## src/hdl/assert_macros.svh

```systemverilog
// ---------------------------------------------------------------------------
// Assertion macros
// Shared concurrent assertion forms for the median filter RTL.
// ---------------------------------------------------------------------------
`ifndef ASSERT_MACROS_SVH
`define ASSERT_MACROS_SVH

// The consequent must hold in the same cycle as the antecedent.
`define IMF_ASSERT_IMPL(label, clk, rst_n, ante, cons, msg) \
  label: assert property (@(posedge clk) disable iff (!rst_n) (ante) |-> (cons)) \
    else $error(msg);

// The consequent must hold in the cycle after the antecedent.
`define IMF_ASSERT_NEXT(label, clk, rst_n, ante, cons, msg) \
  label: assert property (@(posedge clk) disable iff (!rst_n) (ante) |=> (cons)) \
    else $error(msg);

`endif

```

## src/hdl/imf_ram.sv

```systemverilog
// ---------------------------------------------------------------------------
// Generic RAM
// One write port, one read port with registered read data (old data on a
// read of the address being written).
// ---------------------------------------------------------------------------
`default_nettype none

module imf_ram #(
  parameter int WIDTH = 8,
  parameter int DEPTH = 16
) (
  input  logic                     clk_i,
  input  logic                     we_i,
  input  logic [$clog2(DEPTH)-1:0] waddr_i,
  input  logic [WIDTH-1:0]         wdata_i,
  input  logic [$clog2(DEPTH)-1:0] raddr_i,
  output logic [WIDTH-1:0]         rdata_o
);

  logic [WIDTH-1:0] mem_q [DEPTH];
  logic [WIDTH-1:0] rdata_q;

  always_ff @(posedge clk_i) begin
    if (we_i) begin
      mem_q[waddr_i] <= wdata_i;
    end
    rdata_q <= mem_q[raddr_i];
  end

  assign rdata_o = rdata_q;

endmodule

`default_nettype wire

```

## config.mk

```make
export PLATFORM = sky130hd
export DESIGN_NAME = imf_ram
export DESIGN_NICKNAME = d
export VERILOG_FILES = /design/src/hdl/assert_macros.svh /design/src/hdl/imf_ram.sv
export SDC_FILE = /design/constraint.sdc
export NUM_CORES = 1
export LEC_CHECK = 0
export BUFFER_PORTS_ARGS = -buffer_cell sky130_fd_sc_hd__buf_4
export CAP_MARGIN = 10
export CORE_MARGIN = 2
export CORE_UTILIZATION = 36
export CTS_CLUSTER_SIZE = 10
export DETAILED_ROUTE_END_ITERATION = 6
export PLACE_DENSITY_LB_ADDON = 0.1
export RECOVER_POWER = 100
export SLEW_MARGIN = 5
export SYNTH_ARGS = -nofsm -noshare
export SYNTH_HDL_FRONTEND = slang
export SYNTH_SLANG_ARGS = --single-unit
```

## constraint.sdc

```tcl
create_clock -name clk_i -period 2.2 [get_ports clk_i]
set_clock_uncertainty 0.1 [all_clocks]
set_input_delay 0.33 -clock clk_i [delete_from_list [all_inputs] [get_ports clk_i]]
set_output_delay 0.33 -clock clk_i [all_outputs]
set_load 0.01 [all_outputs]
```

==> results.cfg <==
[timing]
tightest_slew_ns = 0.727
relSlewSlack_pct = 51.5
slew_viol_final = 0
hold_viol = 0
fmax_mhz = 577
post-route-period-util_pct = 78.8
setup_viol = 0
rsz0062_at_grt = no
final.min_clock_period_ns = 1.73
tns_ns = 0

[placement]
placed_area_mm2 = 0.00567
gp_congestion = 0.730
port_buffers = 25
dpl.hpwl_um = 6660

[drt]
wire_per_inst_um = 21.2
route.detailed.drc = 0
drtIter0Drc = 198
vias_per_cell = 4.96
ant_nets = 0
drt-pass1-iter-count = 4
finalWirelength_um = 10100
routed-via-count = 2377

[cells_and_area]
antenna_cells = 0
drive_gt1_share_pct = 20.4
nets = 304
fin_area_mm2 = 0.00610
area_growth_pct = 18.4

[clock_network]
htree_levels = 4
ctsResizeCount = 0
hold_buffers = 0
path_clk_slew_ns = 0.05
cts_tree = done
cts.sinks = 136
post_cts_buffers = 0
cts_buffer_depth = 2
cts_buffers = 17
clk_latency_ns = 0.42
cts_root_buf = clkbuf_16

[global_routing]
grt_first_pass_wirelength_um = 15200
grt_use_total_pct = 14.8
grt_antenna_before_repair = 0
grt_start_max_net_pins = 18
grt_pass1_vias = 2410
overflow = 0

[floorplanning]
die_h_um = 124
rows = 43
fp.dieArea_mm2 = 0.0153
die-width_um = 124
core_mm2 = 0.0139
start_util_pct = 36.9
pin_count = 26

[synth]
ys_seq_elements = 136
netlist_top_cells_area = edfxtp_1, mux4_2, mux4_1, dfxtp_1, a22oi_1
netlist.area_leader.share_pct = 74.7
synth-seq-area-share_pct = 77.8
syn_nets = 247
syn_avg_cell_area_um2 = 22.5
netlist_area_mm2 = 0.00515
synth_top_area_cell = edfxtp_1
yosysWarnings = 0
synthCells = 229
synthDistinctLibCells = 19

[power_and_ir_drop]
p_leak_nw = 1.98
power.density_mw_per_mm2 = 959
vdd_drop_max_v = 0.000379

[setup_path]
r2r_slack_ns = 0.71
path_buf_inv = 2
reg2reg_depth = 3
critPathMaxFanout = 17
cpPeakStageDelay_ns = 0.60
worstPathCellList = clkbuf_2, buf_12, mux4_1, a22oi_1, nand2_1
crit_family = multiplexers
critPathArrivalTime_ns = 1.93
path_class = in -> reg
r2r-end = rdata_o[2]
critPathCaptureType = flip-flop
startpoint_type = input pin
startpoint = raddr_i[0]
crit_path_top_delay_cell = mux4_1
r2r-start = mem_q[5][2]
crit_required_ns = 2.39

[hold_path]
whs_endpoint = mem_q[10][3]
min_path_type = in -> reg
whs_path_depth = 1
hold_start = wdata_i[3]

[flow_run]
cap_violations = 0

[run_status]
status = finished, final reports clean
==> stage by stage <==
stage                     instances  power (mW)  hold slack, ns  utilization, %  setup WS, ns
after floorplan                 229        3.12           0.329               -         0.277
after global placement          447        3.27           0.542            40.7         0.167
after detailed placement        447        3.27           0.554            40.7         0.160
after CTS                       479        5.94           0.110            44.7         0.605
after global routing            479        6.04           0.391            43.8         0.335
final                           479        5.84           0.346            43.8         0.467
==> cell usage in the layout, fill, tap and decap left out, types with 3 or more instances in the layout <==
master        n
clkbuf_1     37
nand2_1       9
edfxtp_1    128
mux4_1       14
nor2_1       13
dfxtp_1       8
buf_4         9
a22oi_1      16
clkbuf_16    17
nor3_1        4
clkinv_2      6
mux4_2       18
clkinvlp_4    3
==> synthesized netlist by cell type <==
cell type          n
or3b_2             1
dfxtp_1            8
nor2b_1            1
mux4_2            18
nor2_1            13
and2_1             1
and2b_1            1
a22oi_1           16
buf_6              3
nor3_1             4
mux4_1            14
buf_2              3
nand3b_1           2
nand2_1            9
buf_4              1
edfxtp_1         128
nand2b_1           2
clkdlybuf4s25_2    3
nand3_1            1
==> layer usage <==
layer	GRT usage, %	vias up	routed length (um)
li1	-	1088	-
met1	19.7	1219	4620
met2	22.6	55	4900
met3	4.26	15	433
met4	6.82	0	192
met5	0	-	0
==> layout make-up <==
class	instances	area (um^2)
Fill cell	1189	7840
Multi-Input combinational cell	83	1060
Timing Repair Buffer	48	248
Sequential cell	136	4000
Clock buffer	18	429
Tap cell	180	225
Clock inverter	14	134
==> logic make-up after synthesis <==
| kind of cell | Yosys count | synth area share [%] |
|---|---|---|
| AND/OR/NAND/NOR | 35 | 3.18 |
| multiplexers | 32 | 15.0 |
| AO/OA/AOI/OAI | 16 | 2.33 |
| buffers and inverters | 10 | 1.68 |
| flip-flops | 136 | 77.8 |
==> registers in the layout, indices dropped and copies added, names as in the netlist <==
signal and cells:
rdata_o 8, mem_q 128
==> worst max path at each step <==
stage / cells after the start / end
finish: 5 / rdata_o[2]
global route: 5 / rdata_o[2]
CTS: 5 / rdata_o[2]
floorplan: 2 / mem_q[0][0]
detailed placement: 5 / rdata_o[2]
global placement: 5 / rdata_o[2]
==> where the power goes <==
group	switching [mW]	total [mW]	internal (mW)
Combinational	0.156	0.267	0.111
Sequential	0.0162	2.92	2.90
Clock	1.01	2.66	1.65
Power figures use the tool's default switching activity.
