`src/hdl/assert_macros.svh`:
```
// ---------------------------------------------------------------------------
// Assertion macros
// Shared concurrent assertion forms for the median filter RTL.
// ---------------------------------------------------------------------------
`ifndef ASSERT_MACROS_SVH
`define ASSERT_MACROS_SVH

// The consequent must hold in the same cycle as the antecedent.
`define IMF_ASSERT_IMPL(label, clk, rst_n, ante, cons, msg) \
  label: assert property (@(posedge clk) disable iff (!rst_n) (ante) |-> (cons)) \
    else $error(msg);

// The consequent must hold in the cycle after the antecedent.
`define IMF_ASSERT_NEXT(label, clk, rst_n, ante, cons, msg) \
  label: assert property (@(posedge clk) disable iff (!rst_n) (ante) |=> (cons)) \
    else $error(msg);

`endif

```
`src/hdl/imf_pkg.sv`:
```
// ---------------------------------------------------------------------------
// Median filter package
// Sizes, codes, shared types and the window edge fold function.
// ---------------------------------------------------------------------------
`default_nettype none

package imf_pkg;

  localparam int WIN_ROWS     = 3;
  localparam int WIN_COLS     = 3;
  localparam int MAX_WIDTH    = 1024;
  localparam int MAX_CHANNELS = 3;

  localparam int CH_W    = 8;
  localparam int NUM_CH  = 3;
  localparam int PIX_W   = NUM_CH * CH_W;
  localparam int WIN_N   = WIN_ROWS * WIN_COLS;

  localparam int WIDTH_W  = 11;
  localparam int HEIGHT_W = 12;
  localparam int CHN_W    = 2;
  localparam int CFG_DW   = 12;
  localparam int CFG_IDX_W = 2;

  localparam int COL_W    = $clog2(MAX_WIDTH);
  localparam int WEFF_W   = COL_W + 1;
  localparam int ROW_W    = HEIGHT_W;
  localparam int RING_B   = $clog2(2 * WIN_ROWS);
  localparam int RING_ROWS = 1 << RING_B;
  localparam int POS_W    = ((ROW_W > COL_W + 1) ? ROW_W : COL_W + 1) + 2;
  localparam int DIFF_W   = $clog2((WIN_ROWS - 1) * MAX_WIDTH + WIN_COLS + 1);

  localparam int PIPE_LAT   = WIN_N + 3;
  localparam int FIFO_AW    = $clog2(PIPE_LAT + 2);
  localparam int FIFO_DEPTH = 1 << FIFO_AW;
  localparam int PEND_W     = FIFO_AW + 1;

  typedef enum logic {
    OP_PIXEL = 1'b0,
    OP_DRAIN = 1'b1
  } op_e;

  typedef enum logic [CFG_IDX_W-1:0] {
    CFG_WIDTH    = 2'd0,
    CFG_HEIGHT   = 2'd1,
    CFG_CHANNELS = 2'd2
  } cfg_reg_e;

  typedef struct packed {
    logic             valid;
    logic [CHN_W-1:0] nch;
    logic             eof;
  } side_t;

  typedef struct packed {
    side_t                                side;
    logic [WIN_ROWS-1:0][RING_B-1:0]      slot;
    logic [WIN_COLS-1:0][COL_W-1:0]       col;
  } rd_req_t;

  typedef struct packed {
    logic              en;
    logic [RING_B-1:0] slot;
    logic [COL_W-1:0]  col;
  } wr_req_t;

  typedef struct packed {
    logic [PEND_W-1:0] pend;
    logic [PEND_W-1:0] count;
  } mrg_status_t;

  function automatic logic signed [POS_W-1:0] fold_pos(
    input logic signed [POS_W-1:0] p,
    input logic signed [POS_W-1:0] size,
    input logic signed [POS_W-1:0] lim
  );
    logic signed [POS_W-1:0] q;
    q = p;
    if (q < 0) begin
      q = q + size;
    end else if (q >= lim) begin
      q = q - size;
    end
    if (q < 0) begin
      q = '0;
    end
    if (q >= lim) begin
      q = lim - POS_W'(1);
    end
    return q;
  endfunction

endpackage

`default_nettype wire

```
`src/hdl/imf_if.sv`:
```
// ---------------------------------------------------------------------------
// Median filter channels
// Valid/ready interfaces for the pixel input and the result output.
// ---------------------------------------------------------------------------
`default_nettype none


interface imf_res_if;
  logic                     valid;
  logic                     ready;
  logic [imf_pkg::CH_W-1:0] med0;
  logic [imf_pkg::CH_W-1:0] med1;
  logic [imf_pkg::CH_W-1:0] med2;
  logic                     end_of_frame;

  modport source (output valid, output med0, output med1, output med2,
                  output end_of_frame, input ready);
  modport sink (input valid, input med0, input med1, input med2,
                input end_of_frame, output ready);
endinterface

`default_nettype wire

```
`src/hdl/imf_merge.sv`:
```
// ---------------------------------------------------------------------------
// Median filter merge
// Joins the lane medians into one result, masks unused channels, and
// buffers results in an output queue sized for every result in flight.
// ---------------------------------------------------------------------------
`default_nettype none

module imf_merge (
  input  logic                     clk_i,
  input  logic                     rst_ni,
  input  logic                     reserve_i,
  input  imf_pkg::side_t           side_i,
  input  logic [imf_pkg::CH_W-1:0] med_i [imf_pkg::NUM_CH],
  output logic                     credit_ok_o,
  output imf_pkg::mrg_status_t     status_o,
  imf_res_if.source                out_ch
);
  import imf_pkg::*;

  localparam int ENT_W = PIX_W + 1;

  logic [ENT_W-1:0]   fifo_q [FIFO_DEPTH];
  logic [FIFO_AW-1:0] wptr_q, rptr_q;
  logic [PEND_W-1:0]  cnt_q, pend_q;
  logic [ENT_W-1:0]   ent;
  logic               pop;

  always_comb begin
    ent = '0;
    ent[PIX_W] = side_i.eof;
    for (int c = 0; c < NUM_CH; c++) begin
      if (CHN_W'(c) < side_i.nch) begin
        ent[c*CH_W +: CH_W] = med_i[c];
      end
    end
  end

  assign pop = out_ch.valid && out_ch.ready;

  always_ff @(posedge clk_i) begin
    if (side_i.valid) begin
      fifo_q[wptr_q] <= ent;
    end
  end

  always_ff @(posedge clk_i or negedge rst_ni) begin
    if (!rst_ni) begin
      wptr_q <= '0;
      rptr_q <= '0;
      cnt_q  <= '0;
      pend_q <= '0;
    end else begin
      if (side_i.valid) begin
        wptr_q <= wptr_q + FIFO_AW'(1);
      end
      if (pop) begin
        rptr_q <= rptr_q + FIFO_AW'(1);
      end
      cnt_q  <= cnt_q + PEND_W'(side_i.valid) - PEND_W'(pop);
      pend_q <= pend_q + PEND_W'(reserve_i) - PEND_W'(pop);
    end
  end

  assign credit_ok_o         = pend_q < PEND_W'(FIFO_DEPTH);
  assign status_o.pend       = pend_q;
  assign status_o.count      = cnt_q;
  assign out_ch.valid        = cnt_q != '0;
  assign out_ch.med0         = fifo_q[rptr_q][0*CH_W +: CH_W];
  assign out_ch.med1         = fifo_q[rptr_q][1*CH_W +: CH_W];
  assign out_ch.med2         = fifo_q[rptr_q][2*CH_W +: CH_W];
  assign out_ch.end_of_frame = fifo_q[rptr_q][PIX_W];

endmodule

`default_nettype wire

```
`src/flat_wrapper.sv`:
```
// flat-port wrapper written by rule: the top's interface ports become plain ports
module imf_merge_flat import imf_pkg::*;
  (clk_i, rst_ni, reserve_i, side_i, med_i, credit_ok_o, status_o, out_ch_valid, out_ch_med0, out_ch_med1, out_ch_med2, out_ch_end_of_frame, out_ch_ready);
  imf_res_if out_ch_i ();
  input  logic clk_i;
  input  logic rst_ni;
  input  logic reserve_i;
  input  imf_pkg::side_t side_i;
  input  logic [imf_pkg::CH_W-1:0] med_i[imf_pkg::NUM_CH];
  output logic credit_ok_o;
  output imf_pkg::mrg_status_t status_o;
  output wire logic [$bits(out_ch_i.valid)-1:0] out_ch_valid;
  output wire logic [$bits(out_ch_i.med0)-1:0] out_ch_med0;
  output wire logic [$bits(out_ch_i.med1)-1:0] out_ch_med1;
  output wire logic [$bits(out_ch_i.med2)-1:0] out_ch_med2;
  output wire logic [$bits(out_ch_i.end_of_frame)-1:0] out_ch_end_of_frame;
  input wire logic [$bits(out_ch_i.ready)-1:0] out_ch_ready;
  assign out_ch_valid = out_ch_i.valid;
  assign out_ch_med0 = out_ch_i.med0;
  assign out_ch_med1 = out_ch_i.med1;
  assign out_ch_med2 = out_ch_i.med2;
  assign out_ch_end_of_frame = out_ch_i.end_of_frame;
  assign out_ch_i.ready = out_ch_ready;
  imf_merge u_core (.clk_i(clk_i), .rst_ni(rst_ni), .reserve_i(reserve_i), .side_i(side_i), .med_i(med_i), .credit_ok_o(credit_ok_o), .status_o(status_o), .out_ch(out_ch_i));
endmodule
```
`config.mk`:
```
export PLATFORM = sky130hd
export DESIGN_NAME = imf_merge_flat
export DESIGN_NICKNAME = d
export VERILOG_FILES = /design/src/hdl/assert_macros.svh /design/src/hdl/imf_pkg.sv /design/src/hdl/imf_if.sv /design/src/hdl/imf_merge.sv /design/src/flat_wrapper.sv
export SDC_FILE = /design/constraint.sdc
export NUM_CORES = 1
export LEC_CHECK = 0
export ABC_AREA = 1
export ABC_CLOCK_PERIOD_IN_PS = 6600
export BUFFER_PORTS_ARGS = -buffer_cell sky130_fd_sc_hd__buf_2
export CAP_MARGIN = 20
export CORE_MARGIN = 5
export CORE_UTILIZATION = 45
export CTS_BUF_LIST = sky130_fd_sc_hd__clkbuf_8
export DETAILED_ROUTE_END_ITERATION = 16
export PLACE_DENSITY = 0.69
export SLEW_MARGIN = 20
export SYNTH_ARGS = -nofsm -noshare
export SYNTH_HDL_FRONTEND = slang
export SYNTH_SLANG_ARGS = --single-unit
```
`constraint.sdc`:
```
create_clock -name clk_i -period 6.6 [get_ports clk_i]
set_input_delay 0.99 -clock clk_i [delete_from_list [all_inputs] [get_ports clk_i]]
set_output_delay 0.99 -clock clk_i [all_outputs]
set_load 0.05 [all_outputs]
```
==> summary.txt <==
First-pass GRT wire length - 67.5 mm
Core box area - 0.0400 mm2
TritonCTS clock tree - done
Hold Path Class - in2async
Ys Warns - 0
Total GRT Usage - 0.195
Initial drt markers - 1053
Syn Nets - 1832
Flop-to-flop setup slack - 3970 ps
Clock sink count - 418
I/O Pins - 69
Max Cap Viol - 0
CTS hold repair buffers - 0
Fin. max-slew vios - 0
# DRC - 0
Clock tree buffer depth - 3
Most frequent cells in the layout - 552 x nand2_1, 400 x edfxtp_1, 368 x inv_1
Commonest non-fill, non-tap cell in the layout - nand2_1
TNS Setup - 0 ps
Power Dens Cells - 440 mW/mm2
# rows - 73
Peak supply drop - 290 uV
DR WL/cell - 17.9 um
Synthesized cell area - 0.0183 mm2
Hold Vio Cnt, Final - 0
Die span in y - 212 um
Worst-Skew Late Latency - 590 ps
Synthesis-stage register bit count - 418
Routability cong. - 0.786
Post_cts resized - 0
Synth cell types - 19
Syn avg cell area - 10.3 um2
Setup Skew - 36.6 ps
Slew headroom - 0.227
Post-route ant nets - 0
RSZ-0062 raised after global routing - no
Drt first pass iters - 5
Synth top area share - 0.656
Hpwl dp - 22.3 mm
Worst-path fanout max - 55
DR vias - 12100
Vias/cell - 4.96
Post-synth top area cell - edfxtp_1
Worst Setup EP - out_ch_med2[5]
Die width - 212 um
Origin of the critical flop-to-flop path - u_core.cnt_q[2]
Leakage power - 9.08 nW
Nets@finish - 1909
Area contributors post-synth - edfxtp_1 66%, nand2_1 11%, nand3_1 8.4%, inv_1 7.1%, dfrtp_1 2.5%
Period utilization - 0.713
Overall power - 0.00903 W
Pin count of the biggest net entering global routing - 138
Layout area overhead - 12.1%
Sequential fraction of the synthesis area - 0.681
FF-to-FF path depth - 13
Data required time of the critical path - 5610 ps
Post-Syn Instances - 1782
Vias in the first global route - 11800
ANT cells - 0
Fmax - 213 MHz
CP Capture Type - primary output
Hold Slack - 340 ps
Die Area - 0.0448 mm2
Final wirelength - 43.5 mm
Arr. time, crit path - 3720 ps
CTS buffer count - 68
Actual slew at the worst max-slew pin - 1160 ps
Status - completed
CTS root buffer - clkbuf_8
Postcts setup bufs - 0
Initial antenna violation count - 0
Clock slew at reported path FFs - 60 ps
Worst setup SP type - flop
Minimum clock period - 4710 ps
Port Buffers - 68
WS Path Type - reg2out
Critical path origin - u_core.rptr_q[1]
Setup violators final - 0
Layout cell share with drive strength beyond 1 - 0.100
Gr ovfl total - 0
R2r endpoint - u_core.cnt_q[4]
CTS HTree Levels - 3
Initial core utilization - 0.458
cell families after synthesis:
group | synth area share
AND/OR/NAND/NOR | 0.205
buffers and inverters | 0.0934
flip-flops | 0.681
adder cells (fa/ha/maj) | 0.0131
XOR/XNOR | 0.00622
AO/OA/AOI/OAI | 0.00191
stage by stage:
step	worst slack [ps]	cells	util	area (um2)
after floorplan	3550	1782	-	18300
after global placement	2550	2307	0.479	19200
after detailed placement	2530	2310	0.481	19200
after CTS	1870	2430	0.511	20400
after global routing	1710	2434	0.513	20500
final	1890	2434	0.513	20500
cells in the mapped netlist, drive strengths merged:
master  number
nand4        1
clkbuf      16
xor2        12
nand2      552
edfxtp     400
fa           2
ha          16
inv        345
dfrtp       18
xnor2        1
a21oi        4
nor2        36
clkinv       2
o21ai        3
nand3      306
buf         68
registers in the layout, indices dropped and copies added (netlist names):
signal,flops
u_core.fifo_q,400
u_core.cnt_q,5
u_core.rptr_q,4
u_core.pend_q,5
u_core.wptr_q,4
per-layer routing:
| metal | global-route usage | wire length, um |
|---|---|---|
| met1 | 0.256 | 18500 |
| met2 | 0.338 | 21700 |
| met3 | 0.0335 | 2710 |
| met4 | 0.0520 | 662 |
| met5 | 0 | 0 |
final cells by class:
type | count | area (um2)
fill | 3552 | 19500
sequential | 418 | 12500
multi-input combinational | 933 | 4250
inverter | 347 | 1310
clock buffer | 70 | 963
tap | 525 | 657
timing repair buffer | 91 | 631
clock inverter | 50 | 238
worst max-delay path, stage by stage (launching register included):
cell and delay (ps):
dfrtp_4 820, clkinv_2 900, buf_4 630, nand3_1 170
nand3_1 80, nand3_1 110, nand2_1 110, buf_2 230
report_power, final:
part	switching [W]	total (W)	internal, W
clock network	0.000990	0.00202	0.00103
registers	0.000202	0.00343	0.00323
logic	0.00267	0.00359	0.000924
total	0.00386	0.00903	0.00518
worst min-delay path by stage:
stage	cells after the start	startpoint	slack, ps	to
2_1_floorplan	1	u_core.wptr_q[0]	510	u_core.wptr_q[0]
3_3_place_gp	1	u_core.wptr_q[0]	550	u_core.wptr_q[0]
3_5_place_dp	1	u_core.wptr_q[0]	560	u_core.wptr_q[0]
4_1_cts	1	rst_ni	310	u_core.rptr_q[1]
5_1_grt	1	rst_ni	350	u_core.rptr_q[1]
6_report	1	rst_ni	340	u_core.rptr_q[1]
(Power assumes the default switching activity.)
