### src/hdl/assert_macros.svh
// ---------------------------------------------------------------------------
// Assertion macros
// Shared concurrent assertion forms for the median filter RTL.
// ---------------------------------------------------------------------------
`ifndef ASSERT_MACROS_SVH
`define ASSERT_MACROS_SVH

// The consequent must hold in the same cycle as the antecedent.
`define IMF_ASSERT_IMPL(label, clk, rst_n, ante, cons, msg) \
  label: assert property (@(posedge clk) disable iff (!rst_n) (ante) |-> (cons)) \
    else $error(msg);

// The consequent must hold in the cycle after the antecedent.
`define IMF_ASSERT_NEXT(label, clk, rst_n, ante, cons, msg) \
  label: assert property (@(posedge clk) disable iff (!rst_n) (ante) |=> (cons)) \
    else $error(msg);

`endif

### src/hdl/imf_pkg.sv
// ---------------------------------------------------------------------------
// Median filter package
// Sizes, codes, shared types and the window edge fold function.
// ---------------------------------------------------------------------------
`default_nettype none

package imf_pkg;

  localparam int WIN_ROWS     = 3;
  localparam int WIN_COLS     = 3;
  localparam int MAX_WIDTH    = 1024;
  localparam int MAX_CHANNELS = 3;

  localparam int CH_W    = 8;
  localparam int NUM_CH  = 3;
  localparam int PIX_W   = NUM_CH * CH_W;
  localparam int WIN_N   = WIN_ROWS * WIN_COLS;

  localparam int WIDTH_W  = 11;
  localparam int HEIGHT_W = 12;
  localparam int CHN_W    = 2;
  localparam int CFG_DW   = 12;
  localparam int CFG_IDX_W = 2;

  localparam int COL_W    = $clog2(MAX_WIDTH);
  localparam int WEFF_W   = COL_W + 1;
  localparam int ROW_W    = HEIGHT_W;
  localparam int RING_B   = $clog2(2 * WIN_ROWS);
  localparam int RING_ROWS = 1 << RING_B;
  localparam int POS_W    = ((ROW_W > COL_W + 1) ? ROW_W : COL_W + 1) + 2;
  localparam int DIFF_W   = $clog2((WIN_ROWS - 1) * MAX_WIDTH + WIN_COLS + 1);

  localparam int PIPE_LAT   = WIN_N + 3;
  localparam int FIFO_AW    = $clog2(PIPE_LAT + 2);
  localparam int FIFO_DEPTH = 1 << FIFO_AW;
  localparam int PEND_W     = FIFO_AW + 1;

  typedef enum logic {
    OP_PIXEL = 1'b0,
    OP_DRAIN = 1'b1
  } op_e;

  typedef enum logic [CFG_IDX_W-1:0] {
    CFG_WIDTH    = 2'd0,
    CFG_HEIGHT   = 2'd1,
    CFG_CHANNELS = 2'd2
  } cfg_reg_e;

  typedef struct packed {
    logic             valid;
    logic [CHN_W-1:0] nch;
    logic             eof;
  } side_t;

  typedef struct packed {
    side_t                                side;
    logic [WIN_ROWS-1:0][RING_B-1:0]      slot;
    logic [WIN_COLS-1:0][COL_W-1:0]       col;
  } rd_req_t;

  typedef struct packed {
    logic              en;
    logic [RING_B-1:0] slot;
    logic [COL_W-1:0]  col;
  } wr_req_t;

  typedef struct packed {
    logic [PEND_W-1:0] pend;
    logic [PEND_W-1:0] count;
  } mrg_status_t;

  function automatic logic signed [POS_W-1:0] fold_pos(
    input logic signed [POS_W-1:0] p,
    input logic signed [POS_W-1:0] size,
    input logic signed [POS_W-1:0] lim
  );
    logic signed [POS_W-1:0] q;
    q = p;
    if (q < 0) begin
      q = q + size;
    end else if (q >= lim) begin
      q = q - size;
    end
    if (q < 0) begin
      q = '0;
    end
    if (q >= lim) begin
      q = lim - POS_W'(1);
    end
    return q;
  endfunction

endpackage

`default_nettype wire

### src/hdl/imf_lane.sv
// ---------------------------------------------------------------------------
// Median filter lane
// Pipelined odd-even transposition sort of one channel's window; the
// middle element of the last stage is the median.
// ---------------------------------------------------------------------------
`default_nettype none

module imf_lane (
  input  logic                     clk_i,
  input  logic [imf_pkg::CH_W-1:0] win_i [imf_pkg::WIN_N],
  output logic [imf_pkg::CH_W-1:0] med_o
);
  import imf_pkg::*;

  logic [CH_W-1:0] stg_q [WIN_N+1][WIN_N];
  logic [CH_W-1:0] stg_d [WIN_N+1][WIN_N];

  always_comb begin
    stg_d[0] = win_i;
    for (int s = 1; s <= WIN_N; s++) begin
      stg_d[s] = stg_q[s-1];
      for (int k = 0; k < WIN_N - 1; k++) begin
        if (((k ^ (s - 1)) & 1) == 0) begin
          if (stg_q[s-1][k] > stg_q[s-1][k+1]) begin
            stg_d[s][k]   = stg_q[s-1][k+1];
            stg_d[s][k+1] = stg_q[s-1][k];
          end
        end
      end
    end
  end

  always_ff @(posedge clk_i) begin
    stg_q <= stg_d;
  end

  assign med_o = stg_q[WIN_N][WIN_N/2];

endmodule

`default_nettype wire

### config.mk
export PLATFORM = sky130hd
export DESIGN_NAME = imf_lane
export DESIGN_NICKNAME = d
export VERILOG_FILES = /design/src/hdl/assert_macros.svh /design/src/hdl/imf_pkg.sv /design/src/hdl/imf_lane.sv
export SDC_FILE = /design/constraint.sdc
export NUM_CORES = 1
export LEC_CHECK = 0
export BUFFER_PORTS_ARGS = -buffer_cell sky130_fd_sc_hd__buf_2
export CELL_PAD_IN_SITES_DETAIL_PLACEMENT = 0
export CELL_PAD_IN_SITES_GLOBAL_PLACEMENT = 1
export CORE_MARGIN = 2
export CORE_UTILIZATION = 45
export CTS_BUF_LIST = sky130_fd_sc_hd__clkbuf_16
export DETAILED_ROUTE_END_ITERATION = 6
export PLACE_DENSITY = 0.79
export SLEW_MARGIN = 40
export SYNTH_ARGS = -nofsm -noshare
export SYNTH_HDL_FRONTEND = slang
export SYNTH_SLANG_ARGS = --single-unit
### constraint.sdc
create_clock -name clk_i -period 1.9 [get_ports clk_i]
set_clock_uncertainty 0.05 [all_clocks]
set_input_delay 0.095 -clock clk_i [delete_from_list [all_inputs] [get_ports clk_i]]
set_output_delay 0.095 -clock clk_i [all_outputs]
set_load 0.005 [all_outputs]
==> impl_metrics.xml <==
<?xml version="1.0" encoding="UTF-8"?>
<metrics>
  <group name="final_layout">
    <metric name="fill_cells" unit="">4459</metric>
    <metric name="layout.cells.most_common" unit="">sky130_fd_sc_hd__dfxtp_1</metric>
    <metric name="layout.cell_area.non_filler" unit="sq um">37400</metric>
    <metric name="syn_to_final_growth" unit="%">41.3</metric>
    <metric name="design.final.nets" unit="">3706</metric>
    <metric name="register_area" unit="sq um">10700</metric>
    <metric name="final_core_util" unit="">0.645</metric>
    <metric name="multi_input_area" unit="sq um">16900</metric>
    <metric name="layout-drive-gt1-share" unit="">0.387</metric>
    <metric name="final_cell_mix" unit="">sky130_fd_sc_hd__dfxtp_1, sky130_fd_sc_hd__buf_4, sky130_fd_sc_hd__nand2_1, sky130_fd_sc_hd__nand3_1, sky130_fd_sc_hd__a221o_1</metric>
  </group>
  <group name="global_route">
    <metric name="grt_antenna_before_repair" unit="">0</metric>
    <metric name="grt_util_all_layers" unit="">0.208</metric>
    <metric name="via_count_of_the_first_global_routing_pass" unit="">22332</metric>
    <metric name="largest_net_degree_at_the_start_of_global_routing" unit="">33</metric>
    <metric name="grt_first_pass_wirelength" unit="mm">106</metric>
    <metric name="grt-ovfl-total" unit="">0</metric>
  </group>
  <group name="clock_network">
    <metric name="clkTransAtPathRegs" unit="ns">0.07</metric>
    <metric name="ctsHtreeMaxLevel" unit="">2</metric>
    <metric name="clock_sinks" unit="">528</metric>
    <metric name="tritoncts_clock_tree" unit="">done</metric>
    <metric name="clock_tree.buffer_depth" unit="">3</metric>
    <metric name="clock_latency" unit="ns">0.61</metric>
    <metric name="num_cts_buffers" unit="">56</metric>
    <metric name="clock_tree.root_cell" unit="">sky130_fd_sc_hd__clkbuf_16</metric>
  </group>
  <group name="route">
    <metric name="wl_met1" unit="mm">28.5</metric>
    <metric name="total_number_of_vias" unit="">23182</metric>
    <metric name="dr.max_layer_used" unit="">met4</metric>
    <metric name="met3_length" unit="mm">2.27</metric>
    <metric name="drt.antenna.violating_nets" unit="">0</metric>
    <metric name="drt_pass_1_iters" unit="">6</metric>
    <metric name="wl_met2" unit="mm">37.3</metric>
    <metric name="total_routed_length" unit="mm">69.9</metric>
    <metric name="wire_per_inst" unit="microns">16.6</metric>
    <metric name="detail_route.iter0.violations" unit="">1277</metric>
    <metric name="vias_per_cell" unit="">5.51</metric>
    <metric name="drc" unit="">0</metric>
  </group>
  <group name="timing">
    <metric name="hold-worst-slack" unit="ns">0.0679</metric>
    <metric name="max-slew-margin-rel" unit="">0.714</metric>
    <metric name="final-setup-viol-count" unit="">80</metric>
    <metric name="worst_slew_pin_slew" unit="ns">0.428</metric>
    <metric name="period_share" unit="">1.04</metric>
    <metric name="finalHoldViolations" unit="">0</metric>
    <metric name="grt_setup_unrepaired" unit="">true</metric>
    <metric name="slew_viols_final" unit="">0</metric>
    <metric name="maximum_frequency_from_static_timing_analysis" unit="MHz">505</metric>
    <metric name="period_minus_slack" unit="ns">1.98</metric>
    <metric name="timing.final.ws_setup" unit="ns">-0.0812</metric>
  </group>
  <group name="die">
    <metric name="rows" unit="">88</metric>
    <metric name="die_h" unit="microns">246</metric>
    <metric name="fp.dieArea" unit="sq um">60700</metric>
    <metric name="die_width" unit="microns">246</metric>
    <metric name="core" unit="sq um">57900</metric>
    <metric name="io_pins" unit="">81</metric>
    <metric name="initial_utilization" unit="">0.457</metric>
  </group>
  <group name="critical_path">
    <metric name="timing.critical_path.fanout_max" unit="">7</metric>
    <metric name="reg2reg_depth" unit="">9</metric>
    <metric name="timing.rr.end" unit="">stg_q[259]</metric>
    <metric name="regToRegSetupSlack" unit="ns">-0.08</metric>
    <metric name="critical_path.max_stage_delay" unit="ns">0.34</metric>
    <metric name="path_buf_inv" unit="">3</metric>
    <metric name="critical_path.reg2reg.startpoint" unit="">stg_q[321]</metric>
    <metric name="critical_path_slowest_stage_cell" unit="">sky130_fd_sc_hd__dfxtp_2</metric>
    <metric name="endpoint_kind" unit="">register</metric>
    <metric name="timing.critical_path.max_delay_family" unit="">compound AO/OA/AOI/OAI gates</metric>
    <metric name="worst_ep_arrival_time" unit="ns">2.42</metric>
    <metric name="path_cells" unit="">inv_2 -&gt; ha_4 -&gt; nor2b_4 -&gt; o211ai_2 -&gt; a21boi_4 -&gt; o21ai_4 -&gt; buf_6 -&gt; buf_16 -&gt; mux2_4</metric>
    <metric name="required_arrival_time_at_the_worst_endpoint" unit="ns">2.34</metric>
    <metric name="start_kind" unit="">register</metric>
    <metric name="setup.worst_path.class" unit="">register to register</metric>
  </group>
  <group name="place">
    <metric name="io_buffers" unit="">80</metric>
    <metric name="dpl_wire_length" unit="mm">44.6</metric>
    <metric name="globalplace.congestion" unit="">0.853</metric>
    <metric name="placedInstanceArea" unit="sq um">30400</metric>
  </group>
  <group name="min_path">
    <metric name="hold_path.class" unit="">input pin to register</metric>
    <metric name="hp-start" unit="">win_i[1]</metric>
    <metric name="timing.hold.worst_path_depth" unit="">2</metric>
    <metric name="hold_path_end" unit="">stg_d[577]</metric>
  </group>
  <group name="yosys">
    <metric name="synthesis.instances" unit="">2776</metric>
    <metric name="synth_fp_nets" unit="">3089</metric>
    <metric name="avgSynthCellArea" unit="sq um">9.53</metric>
    <metric name="synth-seq-cells" unit="">528</metric>
    <metric name="syn-cell-area" unit="sq um">26400</metric>
    <metric name="yosys.cell_types.count" unit="">31</metric>
    <metric name="synth_sequential_area_ratio" unit="">0.400</metric>
    <metric name="synth-warning-count" unit="">0</metric>
  </group>
  <group name="pwr">
    <metric name="powerDensity" unit="nW/um^2">2250</metric>
    <metric name="vdd_ir_drop_max" unit="mV">1.37</metric>
    <metric name="leakage" unit="nW">17.2</metric>
  </group>
  <group name="run_status">
    <metric name="outcome" unit="">finished with violations</metric>
    <metric name="failed_checks" unit="">setup timing</metric>
  </group>
  <group name="job">
    <metric name="cap_viol_max_count" unit="">0</metric>
  </group>
</metrics>
## Yosys cell counts, drive strengths merged
library cell    n  area (sq um)
nand3         256          1280
a221o         256          2560
a211oi         17           128
and4           22           193
o32ai           5           138
o211ai         14           135
a21boi          6          67.6
dfxtp         528         10600
nor2           23          86.3
inv           256           961
a21oi         104           521
ha            240          3000
nand2b         16           220
nand2         315          1180
mux2          148          1670
buf           110           801
o221a          12           135
or2             9          56.3
nor2b          14          87.6
clkbuf         32           121
nor3b          16           200
nand4          38           478
o21ai         339          1850
## per-stage QoR
step                      worst slack [ns]  cells  total power [mW]  TNS (ns)
after global routing                -0.139   4203              89.8     -9.18
after global placement              -0.227   3899              57.0    -43.03
after CTS                           -0.103   4132              76.7     -3.37
final                              -0.0812   4204              84.0     -2.14
after detailed placement            -0.221   3899              58.7    -29.56
after floorplan                    0.00360   2776              46.0         0
## where the power goes
| group | internal [mW] | switching [mW] |
|---|---|---|
| clock | 7.23 | 4.62 |
| sequential | 16.4 | 3.60 |
| combinational | 28.8 | 23.4 |
## how the worst max path moves through the flow
| stage | depth (start not counted) | startpoint | end | slack [ns] |
|---|---|---|---|---|
| finish | 9 | stg_q[321] | stg_q[259] | -0.08 |
| global route | 9 | stg_q[321] | stg_q[259] | -0.14 |
| CTS | 8 | stg_q[177] | stg_q[109] | -0.10 |
| detailed placement | 5 | stg_q[561] | stg_d[428] | -0.22 |
| global placement | 5 | stg_q[599] | stg_q[520] | -0.23 |
| floorplan | 8 | stg_q[375] | stg_q[300] | 0.004 |
## layer usage
metal / up-vias / global-route usage
met1: 11036 / 0.240
met3: 149 / 0.0233
met2: 530 / 0.396
li1: 11467 / -
met5: - / 0
met4: 0 / 0.0654
## cell families after synthesis
logic type | synth area share
DFF | 0.400
muxes | 0.0630
and+or+nand+nor | 0.143
adders and majority gates | 0.114
buffers and inverters | 0.0712
AOI/OAI and AO/OA | 0.209
## worst register-to-register path, delay by kind of cell, from the launching register on
family                     cells  cell delay, ns
AOI/OAI and AO/OA              3            0.54
DFF                            1            0.34
muxes                          1            0.31
buffers and inverters          3            0.30
adders and majority gates      1            0.21
and+or+nand+nor                1            0.12
## state kept, by name (all words and copies together) (netlist names)
signal,flops
stg_q,480
med_o,8
stg_d,40
## area by class of cell
cell class | instances | share of cell area
repair buffers | 672 | 0.156
multi-input cells | 1879 | 0.453
clock buffers | 57 | 0.0382
flip-flops and latches | 528 | 0.286
well taps | 765 | 0.0256
clock inverters | 46 | 0.0157
diodes | 1 | 0.0000670
inverters | 256 | 0.0257
## repair_timing
| action | CTS | global route |
|---|---|---|
| pin swaps | 62 | 96 |
| gates resized for setup | 247 | 353 |
| endpoints found under the hold margin | 72 | 0 |
| buffers inserted | 43 | 43 |
| hold buffers | 72 | 0 |
| gates cloned | 15 | 33 |
| endpoints found under the setup margin | 382 | 402 |
Note: power is estimated with default switching activity, not from simulation.
