### src/hdl/assert_macros.svh
// ---------------------------------------------------------------------------
// Assertion macros
// Shared concurrent assertion forms for the median filter RTL.
// ---------------------------------------------------------------------------
`ifndef ASSERT_MACROS_SVH
`define ASSERT_MACROS_SVH

// The consequent must hold in the same cycle as the antecedent.
`define IMF_ASSERT_IMPL(label, clk, rst_n, ante, cons, msg) \
  label: assert property (@(posedge clk) disable iff (!rst_n) (ante) |-> (cons)) \
    else $error(msg);

// The consequent must hold in the cycle after the antecedent.
`define IMF_ASSERT_NEXT(label, clk, rst_n, ante, cons, msg) \
  label: assert property (@(posedge clk) disable iff (!rst_n) (ante) |=> (cons)) \
    else $error(msg);

`endif

### src/hdl/imf_pkg.sv
// ---------------------------------------------------------------------------
// Median filter package
// Sizes, codes, shared types and the window edge fold function.
// ---------------------------------------------------------------------------
`default_nettype none

package imf_pkg;

  localparam int WIN_ROWS     = 3;
  localparam int WIN_COLS     = 3;
  localparam int MAX_WIDTH    = 1024;
  localparam int MAX_CHANNELS = 3;

  localparam int CH_W    = 8;
  localparam int NUM_CH  = 3;
  localparam int PIX_W   = NUM_CH * CH_W;
  localparam int WIN_N   = WIN_ROWS * WIN_COLS;

  localparam int WIDTH_W  = 11;
  localparam int HEIGHT_W = 12;
  localparam int CHN_W    = 2;
  localparam int CFG_DW   = 12;
  localparam int CFG_IDX_W = 2;

  localparam int COL_W    = $clog2(MAX_WIDTH);
  localparam int WEFF_W   = COL_W + 1;
  localparam int ROW_W    = HEIGHT_W;
  localparam int RING_B   = $clog2(2 * WIN_ROWS);
  localparam int RING_ROWS = 1 << RING_B;
  localparam int POS_W    = ((ROW_W > COL_W + 1) ? ROW_W : COL_W + 1) + 2;
  localparam int DIFF_W   = $clog2((WIN_ROWS - 1) * MAX_WIDTH + WIN_COLS + 1);

  localparam int PIPE_LAT   = WIN_N + 3;
  localparam int FIFO_AW    = $clog2(PIPE_LAT + 2);
  localparam int FIFO_DEPTH = 1 << FIFO_AW;
  localparam int PEND_W     = FIFO_AW + 1;

  typedef enum logic {
    OP_PIXEL = 1'b0,
    OP_DRAIN = 1'b1
  } op_e;

  typedef enum logic [CFG_IDX_W-1:0] {
    CFG_WIDTH    = 2'd0,
    CFG_HEIGHT   = 2'd1,
    CFG_CHANNELS = 2'd2
  } cfg_reg_e;

  typedef struct packed {
    logic             valid;
    logic [CHN_W-1:0] nch;
    logic             eof;
  } side_t;

  typedef struct packed {
    side_t                                side;
    logic [WIN_ROWS-1:0][RING_B-1:0]      slot;
    logic [WIN_COLS-1:0][COL_W-1:0]       col;
  } rd_req_t;

  typedef struct packed {
    logic              en;
    logic [RING_B-1:0] slot;
    logic [COL_W-1:0]  col;
  } wr_req_t;

  typedef struct packed {
    logic [PEND_W-1:0] pend;
    logic [PEND_W-1:0] count;
  } mrg_status_t;

  function automatic logic signed [POS_W-1:0] fold_pos(
    input logic signed [POS_W-1:0] p,
    input logic signed [POS_W-1:0] size,
    input logic signed [POS_W-1:0] lim
  );
    logic signed [POS_W-1:0] q;
    q = p;
    if (q < 0) begin
      q = q + size;
    end else if (q >= lim) begin
      q = q - size;
    end
    if (q < 0) begin
      q = '0;
    end
    if (q >= lim) begin
      q = lim - POS_W'(1);
    end
    return q;
  endfunction

endpackage

`default_nettype wire

### src/hdl/imf_ctrl.sv
// ---------------------------------------------------------------------------
// Median filter control
// Configuration registers, input and output raster positions, result
// release decision and line store addressing for each window tap.
// ---------------------------------------------------------------------------
`default_nettype none

module imf_ctrl (
  input  logic                            clk_i,
  input  logic                            rst_ni,
  input  logic                            cfg_we_i,
  input  logic [imf_pkg::CFG_IDX_W-1:0]   cfg_idx_i,
  input  logic [imf_pkg::CFG_DW-1:0]      cfg_data_i,
  input  logic                            acc_i,
  input  logic                            op_i,
  output imf_pkg::wr_req_t                wr_o,
  output logic                            emit_o,
  output imf_pkg::rd_req_t                rd_o
);
  import imf_pkg::*;

  logic [WIDTH_W-1:0]  cfg_width_q;
  logic [HEIGHT_W-1:0] cfg_height_q;
  logic [CHN_W-1:0]    cfg_chans_q;

  logic [COL_W-1:0]  in_col_q, in_col_d, out_col_q, out_col_d;
  logic [ROW_W-1:0]  in_row_q, in_row_d, out_row_q, out_row_d;
  logic [DIFF_W-1:0] diff_q, diff_d;
  rd_req_t           rd_q, rd_d;

  logic [WEFF_W-1:0]   w_eff;
  logic [HEIGHT_W-1:0] h_eff;
  logic [CHN_W-1:0]    nch_eff;
  logic [DIFF_W-1:0]   lag;
  logic                pixel, restart, emit;
  logic [WEFF_W-1:0]   col_inc;
  logic [COL_W-1:0]    oc_cur;
  logic [ROW_W-1:0]    or_cur;
  logic signed [POS_W-1:0] pos;

  always_comb begin
    if (cfg_width_q == '0) begin
      w_eff = WEFF_W'(1);
    end else if (32'(cfg_width_q) > 32'(MAX_WIDTH)) begin
      w_eff = WEFF_W'(MAX_WIDTH);
    end else begin
      w_eff = WEFF_W'(cfg_width_q);
    end
    h_eff   = (cfg_height_q == '0) ? HEIGHT_W'(1) : cfg_height_q;
    nch_eff = (cfg_chans_q == '0) ? CHN_W'(1) : cfg_chans_q;
    if (32'(nch_eff) > 32'(MAX_CHANNELS)) begin
      nch_eff = CHN_W'(MAX_CHANNELS);
    end
    lag = DIFF_W'(w_eff) * DIFF_W'(WIN_ROWS - 1) + DIFF_W'(WIN_COLS - 1);

    pixel   = acc_i && (op_i == OP_PIXEL);
    restart = pixel && (in_row_q >= h_eff);
    col_inc = '0;

    in_col_d  = restart ? '0 : in_col_q;
    in_row_d  = restart ? '0 : in_row_q;
    out_col_d = restart ? '0 : out_col_q;
    out_row_d = restart ? '0 : out_row_q;
    diff_d    = restart ? '0 : diff_q;

    wr_o.en   = pixel;
    wr_o.slot = in_row_d[RING_B-1:0];
    wr_o.col  = in_col_d;

    if (pixel) begin
      col_inc = {1'b0, in_col_d} + WEFF_W'(1);
      if (col_inc >= w_eff) begin
        in_col_d = '0;
        in_row_d = in_row_d + ROW_W'(1);
      end else begin
        in_col_d = col_inc[COL_W-1:0];
      end
      diff_d = diff_d + DIFF_W'(1);
    end

    oc_cur = out_col_d;
    or_cur = out_row_d;
    emit = acc_i && (out_row_d < h_eff) &&
           ((in_row_d >= h_eff) || (diff_d >= lag + DIFF_W'(1)));

    rd_d = '0;
    rd_d.side.valid = emit;
    rd_d.side.nch   = nch_eff;
    rd_d.side.eof   = (or_cur == h_eff - HEIGHT_W'(1)) &&
                      ({1'b0, oc_cur} == w_eff - WEFF_W'(1));
    for (int j = 0; j < WIN_ROWS; j++) begin
      pos = fold_pos(signed'(POS_W'(or_cur)) + POS_W'(j - WIN_ROWS / 2),
                     POS_W'(WIN_ROWS), signed'(POS_W'(h_eff)));
      rd_d.slot[j] = pos[RING_B-1:0];
    end
    for (int i = 0; i < WIN_COLS; i++) begin
      pos = fold_pos(signed'(POS_W'(oc_cur)) + POS_W'(i - WIN_COLS / 2),
                     POS_W'(WIN_COLS), signed'(POS_W'(w_eff)));
      rd_d.col[i] = pos[COL_W-1:0];
    end

    if (emit) begin
      col_inc = {1'b0, out_col_d} + WEFF_W'(1);
      if (col_inc >= w_eff) begin
        out_col_d = '0;
        out_row_d = out_row_d + ROW_W'(1);
      end else begin
        out_col_d = col_inc[COL_W-1:0];
      end
      diff_d = diff_d - DIFF_W'(1);
    end
  end

  always_ff @(posedge clk_i or negedge rst_ni) begin
    if (!rst_ni) begin
      cfg_width_q  <= WIDTH_W'(1024);
      cfg_height_q <= HEIGHT_W'(1);
      cfg_chans_q  <= CHN_W'(3);
      in_col_q     <= '0;
      in_row_q     <= '0;
      out_col_q    <= '0;
      out_row_q    <= '0;
      diff_q       <= '0;
      rd_q         <= '0;
    end else begin
      rd_q <= rd_d;
      if (cfg_we_i) begin
        case (cfg_idx_i)
          CFG_WIDTH: begin
            cfg_width_q <= cfg_data_i[WIDTH_W-1:0];
          end
          CFG_HEIGHT: begin
            cfg_height_q <= cfg_data_i[HEIGHT_W-1:0];
          end
          CFG_CHANNELS: begin
            cfg_chans_q <= cfg_data_i[CHN_W-1:0];
          end
          default: begin
          end
        endcase
        if (cfg_idx_i inside {CFG_WIDTH, CFG_HEIGHT, CFG_CHANNELS}) begin
          in_col_q  <= '0;
          in_row_q  <= '0;
          out_col_q <= '0;
          out_row_q <= '0;
          diff_q    <= '0;
        end
      end else if (acc_i) begin
        in_col_q  <= in_col_d;
        in_row_q  <= in_row_d;
        out_col_q <= out_col_d;
        out_row_q <= out_row_d;
        diff_q    <= diff_d;
      end
    end
  end

  assign emit_o = emit;
  assign rd_o   = rd_q;

endmodule

`default_nettype wire

### config.mk
export PLATFORM = sky130hd
export DESIGN_NAME = imf_ctrl
export DESIGN_NICKNAME = d
export VERILOG_FILES = /design/src/hdl/assert_macros.svh /design/src/hdl/imf_pkg.sv /design/src/hdl/imf_ctrl.sv
export SDC_FILE = /design/constraint.sdc
export NUM_CORES = 1
export LEC_CHECK = 0
export BUFFER_PORTS_ARGS = -buffer_cell sky130_fd_sc_hd__buf_4
export CORE_ASPECT_RATIO = 0.6
export CORE_MARGIN = 4
export CORE_UTILIZATION = 55
export DETAILED_ROUTE_END_ITERATION = 6
export GPL_ROUTABILITY_DRIVEN = 0
export HOLD_SLACK_MARGIN = 0.05
export PLACE_DENSITY = 0.73
export SLEW_MARGIN = 20
export SYNTH_ARGS = -nofsm -noshare
export SYNTH_HDL_FRONTEND = slang
export SYNTH_SLANG_ARGS = --single-unit
### constraint.sdc
create_clock -name clk_i -period 24.4 [get_ports clk_i]
set_input_delay 2.44 -clock clk_i [delete_from_list [all_inputs] [get_ports clk_i]]
set_output_delay 2.44 -clock clk_i [all_outputs]
set_load 0.01 [all_outputs]
==> impl_metrics.json, run 1 <==
{
  "reg2reg_from": "cfg_height_q[4]",
  "power.share.switching_pct": 40.38,
  "clockBufferDepth": 2,
  "slew-limit-headroom_pct": 18.61,
  "wl_per_cell_um": 24.04,
  "synth_edf_count": 0,
  "cpPeakStageDelay_ns": 0.72,
  "setup_viol": 0,
  "post_cts_buffers": 0,
  "synth_cells": 1785,
  "p_leak_uw": 0.007925,
  "route.detailed.drc": 1,
  "violations": "design-rule violations",
  "avgSynthCellArea_um2": 8.164,
  "timing.final.crit_period_ns": 11.51,
  "crit_required_ns": 21.96,
  "final_cells": 2194,
  "io_pins": 77,
  "power.share.clock_pct": 30.1,
  "fin_nets": 2048,
  "synthArstFlopShare_pct": 100.0,
  "max_cap_viol_count": 0,
  "grt-ovfl-total": 0,
  "cts_tree": "built",
  "cp_common_cell": "buf_4",
  "grt_usage_pct": 35.80,
  "syn2layout_area_growth_pct": 10.46,
  "r2r_cells": 36,
  "fmax_mhz": 86.86,
  "worst_pin_slew_ns": 1.210,
  "grt_pass1_wl_um": 80950,
  "cp-start-kind": "input pin",
  "clk_latency_ns": 0.45,
  "vias": 14930,
  "ys_types": 106,
  "numPortBuffers": 76,
  "slowest_stage": "nand3_1",
  "crit_start": "op_i",
  "drive_above_1_share_pct": 13.31,
  "die_y_um": 134.1,
  "arrival_ns": 9.07,
  "drt_wl_total_um": 52750,
  "place_worst_setup_slack_ns": 13.07,
  "drt_pass1_iterations": 7,
  "grt_max_degree": 64,
  "hpwl_um": 40060,
  "min_path_type": "flip-flop to flip-flop",
  "path_class": "input pin to output port",
  "power_uw": 876.9,
  "placed_cells": 2161,
  "period_share_pct": 47.19,
  "viasPerCell": 6.803,
  "clock_sink_count": 124,
  "cp.depth": 27,
  "cp_top_family": "simple AND/OR/NAND/NOR gates",
  "synth_fp_nets": 2005,
  "h-tree-depth": 4,
  "reg2reg_slack_ns": 13.43,
  "crit_path_end_kind": "output port",
  "irDropWorstVdd_uv": 42.73,
  "yosysSeqAreaShare_pct": 21.33,
  "ys_ff_latch": 124,
  "layout_setup_ws_ns": 12.89,
  "drtIter0Drc": 2627,
  "rsz0062_at_grt": "false",
  "report.final.slew_viol_count": 0,
  "grt_pass1_vias": 13640,
  "ys_warn_count": 0,
  "worstSetupEndpoint": "emit_o",
  "p_per_area_mw_per_mm2": 54.48,
  "finClkSkew_ns": 0.01580,
  "antenna_left": 0,
  "yosys.area.top_type": "dfrtp_1",
  "seqPwrFrac_pct": 28.7,
  "fillers": 2220,
  "std_cell_rows": 45,
  "die-area_mm2": 0.02925,
  "synth_most_common_cell": "ha_1",
  "finalCoreUtilization_pct": 62.69,
  "synth.area.top_cells": "dfrtp_1 (21%), ha_1 (17%), xnor2_1 (5.2%), nand2_1 (4.3%), nor2_1 (3.7%)",
  "internal_power_uw": 522.8,
  "clk_pin_slew_ns": 0.06,
  "antenna_found_initial": 2,
  "die_w_um": 218.1,
  "cts_root_buf": "clkbuf_16",
  "final_hold_viol_count": 0,
  "p_comb_share_pct": 41.2,
  "cp_max_fo": 24,
  "start_util_pct": 56.76,
  "finalSetupTns_ns": 0,
  "ctsHoldBuffers": 0,
  "worstPathBufferInverterCount": 6,
  "synthFlopType": "dfrtp_1",
  "netlist_area_mm2": 0.01457,
  "synthTopCellsByCount": "ha_1 (201), nand2_1 (166), nor2_1 (143), dfrtp_1 (120), inv_1 (98)",
  "switchingPower_uw": 354.1,
  "status": "complete, but fails checks",
  "synth_top_area_share_pct": 20.61,
  "cts_made_buffers": 17,
  "design.core.area_mm2": 0.02567,
  "r2r_end": "rd_o[6]",
  "cts_resized": 0
}
## how the worst min path moves through the flow
stage / end / start / slack, ns / cells after the start
after CTS: rd_o[41] / cfg_chans_q[1] / 0.41 / 0
after floorplan: rd_o[40] / cfg_chans_q[1] / 0.44 / 1
after detailed placement: rd_o[41] / cfg_chans_q[1] / 0.40 / 0
final: rd_o[41] / cfg_chans_q[1] / 0.41 / 0
after global placement: rd_o[41] / cfg_chans_q[1] / 0.40 / 0
after global routing: rd_o[41] / cfg_chans_q[1] / 0.41 / 0
## power by group through the flow
stage,combinational (uW),sequential (uW),clock [uW]
4_1_cts,346,251,266
2_1_floorplan,210,252,0
3_3_place_gp,335,254,0
6_report,361,252,264
3_5_place_dp,344,254,0
5_1_grt,387,255,275
## per-stage QoR
stage               hold WS [ns]  cell area, um^2
floorplan                 0.4365            14570
global placement          0.3991            15480
detailed placement        0.3987            15480
CTS                       0.4072            16080
global route              0.4103            16090
finish                    0.4058            16100
## layout make-up
class / instances / area, um^2 / area share [%]
clock inverter: 12 / 138.9 / 0.8628
timing repair buffer: 111 / 837.1 / 5.200
clock buffer: 20 / 456.7 / 2.837
sequential: 124 / 3108 / 19.31
inverter: 102 / 382.9 / 2.379
multi-input combinational: 1472 / 10730 / 66.66
tap: 352 / 440.4 / 2.736
antenna: 1 / 2.502 / 0.01555
## flip-flops by register name, summed over array words and instances (netlist names)
signal,count
rd_o,43
cfg_height_q,12
diff_q,12
in_row_q,12
out_row_q,12
cfg_width_q,11
in_col_q,10
out_col_q,10
cfg_chans_q,2
## cells by family (layout without fill, tap and decap cells)
| logic type | after synthesis | after routing | share of synthesized area [%] |
|---|---|---|---|
| AND/OR/NAND/NOR | 658 | 658 | 23.41 |
| AO/OA/AOI/OAI | 423 | 423 | 20.13 |
| adder cells (fa/ha/maj) | 201 | 201 | 17.26 |
| buffers and inverters | 189 | 245 | 5.349 |
| flip-flops | 124 | 124 | 21.33 |
| XOR/XNOR | 115 | 115 | 6.912 |
| multiplexers | 75 | 75 | 5.624 |
| other | 0 | 1 | 0 |
## per-layer routing
layer	wire, um	vias up	track usage [%]
met5	96	-	0
met4	1421	6	9.049
met3	9883	135	19.15
met2	18130	1163	42.62
met1	23210	6969	54.35
li1	-	6653	-
## placed cells by master (no fill, tap or decap), types with 38 or more instances in the layout
cell type,instances
o21ai_0,74
xnor2_1,86
and3_1,38
nand4_1,41
ha_1,201
buf_4,110
mux2_2,39
nand2_1,166
a21o_1,39
a21oi_1,93
nor3_1,50
dfrtp_1,120
nor2_1,143
inv_1,98
nand3_1,58
(Power assumes the default switching activity.)
==> run 2: changes to the inputs <==
==> constraint.sdc (replaced) <==
create_clock -name clk_i -period 11.19 [get_ports clk_i]
set_input_delay 1.119 -clock clk_i [delete_from_list [all_inputs] [get_ports clk_i]]
set_output_delay 1.119 -clock clk_i [all_outputs]
set_load 0.01 [all_outputs]
==> impl_metrics.json, run 2 (synthesis results as in run 1) <==
{
  "cp_common_cell": "ha_1",
  "drive_above_1_share_pct": 13.22,
  "max_cap_viol_count": 0,
  "clk_pin_slew_ns": 0.06,
  "cts_root_buf": "clkbuf_16",
  "reg2reg_slack_ns": 1.11,
  "final_hold_viol_count": 0,
  "start_util_pct": 56.76,
  "reg2reg_from": "cfg_height_q[4]",
  "grt_pass1_vias": 13880,
  "internal_power_uw": 1155,
  "io_pins": 77,
  "fin_nets": 2045,
  "crit_path_end_kind": "flip-flop",
  "cts_resized": 0,
  "grt_max_degree": 70,
  "r2r_cells": 33,
  "placed_cells": 2158,
  "post_cts_buffers": 0,
  "cpPeakStageDelay_ns": 0.98,
  "arrival_ns": 10.42,
  "cts_made_buffers": 17,
  "fillers": 2278,
  "fmax_mhz": 99.20,
  "seqPwrFrac_pct": 28.4,
  "route.detailed.drc": 0,
  "crit_start": "cfg_height_q[4]",
  "p_comb_share_pct": 41.1,
  "ctsHoldBuffers": 0,
  "report.final.slew_viol_count": 0,
  "timing.final.crit_period_ns": 10.08,
  "grt_usage_pct": 36.56,
  "clock_sink_count": 124,
  "grt-ovfl-total": 0,
  "antenna_left": 0,
  "status": "finished, final reports clean",
  "syn2layout_area_growth_pct": 10.39,
  "finClkSkew_ns": 0.01053,
  "power.share.switching_pct": 40.39,
  "cp.depth": 33,
  "final_cells": 2192,
  "path_class": "flip-flop to flip-flop",
  "slew-limit-headroom_pct": 22.40,
  "cts_tree": "built",
  "finalInstanceArea_mm2": 0.01609,
  "finalCoreUtilization_pct": 62.66,
  "drt_pass1_iterations": 7,
  "hpwl_um": 41130,
  "die_y_um": 134.1,
  "die_w_um": 218.1,
  "slowest_stage": "a311oi_2",
  "clockBufferDepth": 2,
  "crit_required_ns": 11.53,
  "period_share_pct": 90.09,
  "power_uw": 1937,
  "vias": 15020,
  "worstSetupEndpoint": "rd_o[6]",
  "switchingPower_uw": 782.3,
  "grt_pass1_wl_um": 82580,
  "clk_latency_ns": 0.45,
  "worstPathBufferInverterCount": 0,
  "p_per_area_mw_per_mm2": 120.4,
  "wl_per_cell_um": 24.89,
  "std_cell_rows": 45,
  "h-tree-depth": 4,
  "numPortBuffers": 76,
  "postPlaceCellArea_mm2": 0.01546,
  "viasPerCell": 6.850,
  "drtIter0Drc": 2664,
  "largest_reg_flops": 43,
  "cp_max_fo": 13,
  "finalSetupTns_ns": 0,
  "drt_wl_total_um": 54560,
  "die-area_mm2": 0.02925,
  "p_leak_uw": 0.007932,
  "cp_top_family": "compound AO/OA/AOI/OAI gates",
  "final_cell_mix": "ha_1 (201), nand2_1 (166), nor2_1 (143), dfrtp_1 (120), buf_4 (107)",
  "min_path_type": "flip-flop to flip-flop",
  "design.core.area_mm2": 0.02567,
  "cp-start-kind": "flip-flop",
  "irDropWorstVdd_uv": 121.5,
  "worst_pin_slew_ns": 1.164,
  "antenna_found_initial": 3,
  "r2r_end": "rd_o[6]",
  "final_common_cell": "ha_1",
  "setup_viol": 0,
  "rsz0062_at_grt": "false",
  "power.share.clock_pct": 30.6
}
run 2: cell types whose count changed in the layout (fill, tap and decap cells not counted):
cell and change:
bufinv_16 +1, clkbuf_8 -1, clkinv_2 +1, clkinvlp_4 -1, o41ai_1 -1, buf_4 -3
a311oi_2 +1, a311oi_4 -1, diode_2 +1, o41ai_2 +1
run 2: worst min-delay path by stage:
stage | from | slack, ns | endpoint | cells past startpoint
6_report | cfg_chans_q[1] | 0.41 | rd_o[41] | 0
2_1_floorplan | cfg_chans_q[1] | 0.44 | rd_o[40] | 1
4_1_cts | cfg_chans_q[1] | 0.41 | rd_o[41] | 0
3_5_place_dp | cfg_chans_q[1] | 0.40 | rd_o[41] | 0
3_3_place_gp | cfg_chans_q[1] | 0.40 | rd_o[41] | 0
5_1_grt | cfg_chans_q[1] | 0.43 | rd_o[41] | 0
run 2: final cells by class:
class | instances | area [um^2] | area share (%)
Antenna cell | 2 | 5.005 | 0.03111
Clock buffer | 19 | 442.9 | 2.753
Clock inverter | 13 | 166.4 | 1.034
Inverter | 102 | 382.9 | 2.380
Multi-Input combinational cell | 1472 | 10730 | 66.68
Sequential cell | 124 | 3108 | 19.32
Tap cell | 352 | 440.4 | 2.738
Timing Repair Buffer | 108 | 814.5 | 5.063
run 2: metrics by stage:
stage / hold slack, ns / worst slack (ns)
6_report: 0.4148 / 1.109
5_1_grt: 0.4255 / 0.6671
4_1_cts: 0.4117 / 1.459
3_5_place_dp: 0.4033 / 1.512
3_3_place_gp: 0.4022 / 1.844
2_1_floorplan: 0.4365 / 2.629
run 2: layer usage:
| layer | routed length (um) | up-vias | share of wire [%] | track usage [%] |
|---|---|---|---|---|
| li1 | - | 6639 | - | - |
| met3 | 10550 | 148 | 19 | 21.78 |
| met2 | 19560 | 1191 | 36 | 44.87 |
| met5 | 186 | - | 0.34 | 4.500 |
| met1 | 23010 | 7032 | 42 | 52.84 |
| met4 | 1257 | 6 | 2.3 | 8.839 |
run 2: power by group through the flow:
stage	Combinational, uW	Clock (uW)	Sequential, uW
global placement	730	0	551
finish	795	592	550
detailed placement	751	0	554
CTS	757	593	547
global route	846	615	555
floorplan	457	0	549
